### src/rtl/tpw_div_pipe.sv
// Pipelined restoring divider, one quotient bit per stage, with sideband.
module tpw_div_pipe #(
    parameter int NUM_W  = 64,
    parameter int DEN_W  = 40,
    parameter int Q_W    = 24,
    parameter int SIDE_W = 1
) (
    input  logic              clk,
    input  logic              rst_n,
    input  logic              en,
    input  logic              in_valid,
    input  logic [NUM_W-1:0]  num,
    input  logic [DEN_W-1:0]  den,
    input  logic [SIDE_W-1:0] side,
    output logic              out_valid,
    output logic [Q_W-1:0]    quo,
    output logic [DEN_W-1:0]  rem,
    output logic [SIDE_W-1:0] side_out
);

    // Stage registers; the upper bits of num must already be below den.
    logic              valid_reg [Q_W];
    logic [DEN_W-1:0]  rem_reg   [Q_W];
    logic [Q_W-1:0]    low_reg   [Q_W];
    logic [Q_W-1:0]    quo_reg   [Q_W];
    logic [DEN_W-1:0]  den_reg   [Q_W];
    logic [SIDE_W-1:0] side_reg  [Q_W];

    for (genvar k = 0; k < Q_W; k++) begin : g_stage
        logic              valid_src;
        logic [DEN_W-1:0]  rem_src;
        logic [Q_W-1:0]    low_src;
        logic [Q_W-1:0]    quo_src;
        logic [DEN_W-1:0]  den_src;
        logic [SIDE_W-1:0] side_src;
        logic [DEN_W:0]    trial;
        logic [DEN_W:0]    diff;
        logic              ge;

        if (k == 0) begin : g_first
            assign valid_src = in_valid;
            assign rem_src   = DEN_W'(num[NUM_W-1:Q_W]);
            assign low_src   = num[Q_W-1:0];
            assign quo_src   = '0;
            assign den_src   = den;
            assign side_src  = side;
        end else begin : g_next
            assign valid_src = valid_reg[k-1];
            assign rem_src   = rem_reg[k-1];
            assign low_src   = low_reg[k-1];
            assign quo_src   = quo_reg[k-1];
            assign den_src   = den_reg[k-1];
            assign side_src  = side_reg[k-1];
        end

        // Shift in the next dividend bit and try one subtraction.
        assign trial = {rem_src, low_src[Q_W-1]};
        assign diff  = trial - {1'b0, den_src};
        assign ge    = ~diff[DEN_W];

        always_ff @(posedge clk or negedge rst_n)
        begin
            if (!rst_n)
            begin
                valid_reg[k] <= 1'b0;
            end
            else if (en)
            begin
                valid_reg[k] <= valid_src;
            end
        end

        always_ff @(posedge clk)
        begin
            if (en)
            begin
                rem_reg[k]  <= ge ? diff[DEN_W-1:0] : trial[DEN_W-1:0];
                low_reg[k]  <= low_src << 1;
                quo_reg[k]  <= {quo_src[Q_W-2:0], ge};
                den_reg[k]  <= den_src;
                side_reg[k] <= side_src;
            end
        end
    end

    assign out_valid = valid_reg[Q_W-1];
    assign quo       = quo_reg[Q_W-1];
    assign rem       = rem_reg[Q_W-1];
    assign side_out  = side_reg[Q_W-1];

endmodule

### config.mk
export PLATFORM = sky130hd
export DESIGN_NAME = tpw_div_pipe
export DESIGN_NICKNAME = d
export VERILOG_FILES = /design/src/rtl/tpw_div_pipe.sv
export SDC_FILE = /design/constraint.sdc
export NUM_CORES = 2
export LEC_CHECK = 0
export BUFFER_PORTS_ARGS = -buffer_cell sky130_fd_sc_hd__buf_2
export CAP_MARGIN = 20
export CORE_MARGIN = 1
export CORE_UTILIZATION = 32
export CTS_CLUSTER_SIZE = 16
export DETAILED_ROUTE_END_ITERATION = 6
export GPL_TIMING_DRIVEN = 0
export SYNTH_ARGS = -nofsm -noshare
export SYNTH_HDL_FRONTEND = slang
export SYNTH_SLANG_ARGS = --single-unit
### constraint.sdc
create_clock -name clk -period 4.7 [get_ports clk]
set_input_delay 0.47 -clock clk [delete_from_list [all_inputs] [get_ports clk]]
set_output_delay 0.47 -clock clk [all_outputs]
set_load 0.02 [all_outputs]
* Word level (Yosys, flattened, before mapping) *
Memory sizes are Yosys's and may differ from the RTL's.
Index checks and enable logic that the tools add are counted.

storage, ports and cells
  register bits = 24
  memory bits (writable) = 3072
  bits of input ports = 109
  output and inout bits = 66
  word-level logic and storage cells = 103
  memories = 5

operators by class
  add/sub/neg operators = 24
  muxes and demuxes = 26
  bitwise operators = 24

memories
  memory    depth  bits a word  read ports  clocked after memory_dff  write ports  line  source
  den_reg   24     40           23          0                         24           26    logic [DEN_W-1:0] den_reg [Q_W];
  rem_reg   24     40           24          0                         24           23    logic [DEN_W-1:0] rem_reg [Q_W];
  quo_reg   24     24           24          0                         24           25    logic [Q_W-1:0] quo_reg [Q_W];
  low_reg   24     23           23          0                         24           24    logic [Q_W-1:0] low_reg [Q_W];
  side_reg  24     1            24          0                         24           27    logic [SIDE_W-1:0] side_reg [Q_W];

operators by type and width
  operator                      number
  subtractor 41 x 40 -> 41 bit  24
  two-way mux 40 bit            24
  inverter 1 bit                24
  two-way mux 1 bit             2

* Longest topological paths before layout *
An unclocked memory read counts as a cell.

  depth in word-level cells = 3
  depth in mapped cells = 18
  mapped depth without buffers = 16

* Least setup slack after synthesis *
No wires, ideal clock.

  path type = register to register
  start point = mem low_reg[2][160] (netlist name)
  end point = mem rem_reg[23][1] (netlist: rem_reg[11][41]), data pin
  library setup time = 0.262 ns
  arrival = 3.694 ns
  required time = 4.438 ns
  setup slack = 0.744 ns
  stages on the path, launching flop included = 17
  path buffers = 1
  clock period less this slack = 3.956 ns
  path through = edfxtp_1 inv_1 ha_1 inv_1 fa_1 a21o_1 a221oi_2 o211ai_1 a311oi_1 o31ai_1 a221oi_2 nor2_1 nor2_1 o21ai_1 xor2_1 buf_2 mux2_1

RTL lines
  item         line
  from (decl)  24
  to (decl)    23

==> impl_metrics.yaml <==
run_status:
  status: "finished, final reports clean"
floorplan:
  core-area_mm2: 0.431
  initial_core_util: 0.322
  dieArea_mm2: 0.436
  die_w_um: 660
  die_h_um: 660
  rows: 241
  io_pins: 175
place:
  place_congestion: 0.925
  dp_cells: 17407
  io_buffers: 174
  dp_hpwl_um: 207000
clocking:
  worstSkewPairLatency_ps: 910
  cts_root_buffer: "clkbuf_16"
  ctsHtreeMaxLevel: 5
  cts_buffers: 309
  cts_buffer_depth: 4
  cts.sinks: 2504
  cts_tree: "done"
  path_clk_slew_ps: 60
final_layout:
  largest_reg_flops: 960
  nFillCells: 41630
  fin_nets: 13293
  final_layout_size_suffix_gt1_frac: 0.0895
  area_delta_synth_final_pct: 15.8
  mostFrequentLayoutCells: "2480 x edfxtp_1, 1196 x inv_1, 958 x ha_1, 852 x a21oi_1, 724 x mux2_1"
  stdcell_count: 18160
  final_common_cell: "edfxtp_1"
detailed_routing:
  via_per_inst: 4.75
  totalWireLength_um: 284000
  via_count: 86242
  drc_errors: 0
  drtIter0Drc: 3955
  first_pass_iters: 5
  ant_nets: 0
  wire_per_inst_um: 15.6
timing:
  worstMarginPinSlew_ps: 1090
  finalClockSkew_ps: 53.9
  period_minus_slack_ps: 4540
  finalMaxSlewViolations: 0
  fmax_mhz: 220
  finalCritPeriodShare: 0.965
  final-setup-viol-count: 0
  relSlewSlack: 0.265
  hold_viol: 0
  rsz0062_at_grt: "true"
setup_path:
  criticalPathCategory: "flip-flop to flip-flop"
  start_kind: "flip-flop"
  reg2reg_from: "low_reg[0][114]"
  crit_path_end_kind: "flip-flop"
  arrival_ps: 5200
  regToRegSetupSlack_ps: 160
  crit_required_ps: 5360
  r2r_end: "rem_reg[2][77]"
  path_max_fanout: 10
  reg2reg_depth: 16
pwr:
  peakVddDrop_uv: 323
  p_total_w: 0.117
  leakage_nw: 65.5
  swShare: 0.368
  internal_power_w: 0.0742
  power_frac_comb: 0.490
  clock_power_share: 0.197
  power.switching_w: 0.0432
  p_seq_frac: 0.313
  powerDensity_mw_per_mm2: 731
worst_hold_path:
  hold_path_depth: 2
  hold_class: "input port to flip-flop"
  hp-start: "en"
  hold_end: "rem_reg[11][42]"
synth:
  synth_area_per_cell_um2: 12.1
  synth_ff_type: "edfxtp_1"
  ys_warn_count: 0
  synth_edf_count: 2480
  async_flop_share: 0.00958
  seq_area_frac_synth: 0.541
  synth_cell_types: 102
  syn_nets: 12583
  syn_area_mm2: 0.139
  ys_ff_latch: 2504
  synthCells: 11490
flow_run:
  cap_violations: 0
grt:
  grt_pass1_wl_um: 447000
  first_global_vias: 89050
  overflow: 0
  grt_max_degree: 164
  antenna_found_initial: 3
  grt_usage: 0.126
## area by class of cell
cell class / count / area, um2 / area share
Multi-Input combinational cell: 7479 / 58600 / 0.365
Clock inverter: 170 / 1660 / 0.0103
Clock buffer: 382 / 8160 / 0.0508
Inverter: 1214 / 4590 / 0.0286
Tap cell: 5710 / 7140 / 0.0445
Timing Repair Buffer: 399 / 3580 / 0.0223
Antenna cell: 9 / 22.5 / 0.000140
Buffer: 293 / 1720 / 0.0107
Sequential cell: 2504 / 75100 / 0.467
## cells by family (layout without fill, tap and decap cells)
group | after synthesis | count (layout) | share of synthesized area
mux | 869 | 869 | 0.0712
xor+xnor | 880 | 880 | 0.0557
other cells | 0 | 9 | 0
fa+ha+maj | 984 | 984 | 0.0901
buf+inv | 1507 | 2458 | 0.0418
compound gates | 2953 | 2953 | 0.138
flops | 2504 | 2504 | 0.541
simple gates | 1793 | 1793 | 0.0625
## Yosys cell counts, types with 30 or more instances
cell type | number | area share
nor2b_1 | 122 | 0.0055
buf_2 | 73 | 0.0026
a21oi_1 | 873 | 0.032
mux2_1 | 724 | 0.059
nor3_1 | 76 | 0.0027
o21a_1 | 105 | 0.0057
o21ai_0 | 387 | 0.014
or3_1 | 32 | 0.0014
o31ai_1 | 68 | 0.0037
nand2b_1 | 109 | 0.0049
edfxtp_1 | 2480 | 0.54
a41oi_1 | 30 | 0.0019
o211ai_1 | 50 | 0.0027
a211o_1 | 33 | 0.0021
nor2_1 | 407 | 0.011
a31oi_1 | 96 | 0.0043
and3_1 | 85 | 0.0038
and2_1 | 33 | 0.0015
a21o_1 | 678 | 0.037
a211oi_1 | 66 | 0.0036
o21ai_1 | 141 | 0.0051
mux2i_1 | 40 | 0.0029
xor2_1 | 325 | 0.021
nand4_1 | 135 | 0.0061
nand2_1 | 546 | 0.015
mux2_4 | 37 | 0.0040
clkbuf_1 | 212 | 0.0057
inv_1 | 1209 | 0.033
o21bai_1 | 159 | 0.0086
ha_1 | 960 | 0.087
nand3_1 | 149 | 0.0054
mux2_2 | 68 | 0.0055
xnor2_1 | 553 | 0.035
## power groups by stage
stage	combinational [W]	sequential, W	clock, W
final	0.0575	0.0367	0.0232
after floorplan	0.0420	0.0361	0
after global routing	0.0635	0.0374	0.0248
after CTS	0.0572	0.0367	0.0240
after detailed placement	0.0545	0.0372	0
after global placement	0.0541	0.0389	0
## per-stage QoR
step           cell area (um2)  setup slack [ps]   TNS, ps   util  hold WS [ps]
2_1_floorplan           139000               744         0      -           174
3_3_place_gp            147000            -37210         -  0.340           402
3_5_place_dp            147000             -2930  -2679930  0.342           405
4_1_cts                 160000             -3.25     -3.25  0.371          36.3
5_1_grt                 161000             -70.1     -1480  0.372          85.8
6_report                161000               162         0  0.372           108
## layer usage
layer  share of wire  vias to the layer above  GRT usage
met2            0.53                     1326      0.254
li1                -                    43854          -
met4           0.062                        0     0.0725
met5               0                        -          0
met1            0.38                    40304      0.120
met3           0.027                      758     0.0158
## worst max-delay path, cell delays in order, from the launching register on
cell      delay, ps
edfxtp_1        480
inv_1           100
ha_1            160
inv_1            60
fa_1            410
a21o_1          210
a311oi_1        320
o21a_2          250
a221o_1         260
a21oi_2         150
a22o_1          320
o21ai_2         290
o211ai_2        230
xor2_4          230
buf_12          160
buf_4           270
mux2_1          360
## repair_timing
action                                   CTS  global route
gates cloned                               9             0
endpoints found under the setup margin  1765           956
hold endpoints to repair                 191             0
resized for setup                        219           126
hold buffers                             110             0
pin swaps                                 44            52
buffers inserted                          45            27
## worst max-delay path by stage
stage                          startpoint  cells after the start              end
after floorplan           low_reg[2][160]                     16  rem_reg[11][41]
after global placement                 en                      1   side_reg[0][3]
after detailed placement               en                     11   rem_reg[0][34]
after CTS                  low_reg[2][91]                     19  rem_reg[10][12]
after global routing      low_reg[0][183]                     17   rem_reg[4][22]
final                     low_reg[0][114]                     16   rem_reg[2][77]
No activity file was read; power rests on OpenSTA's default activity.
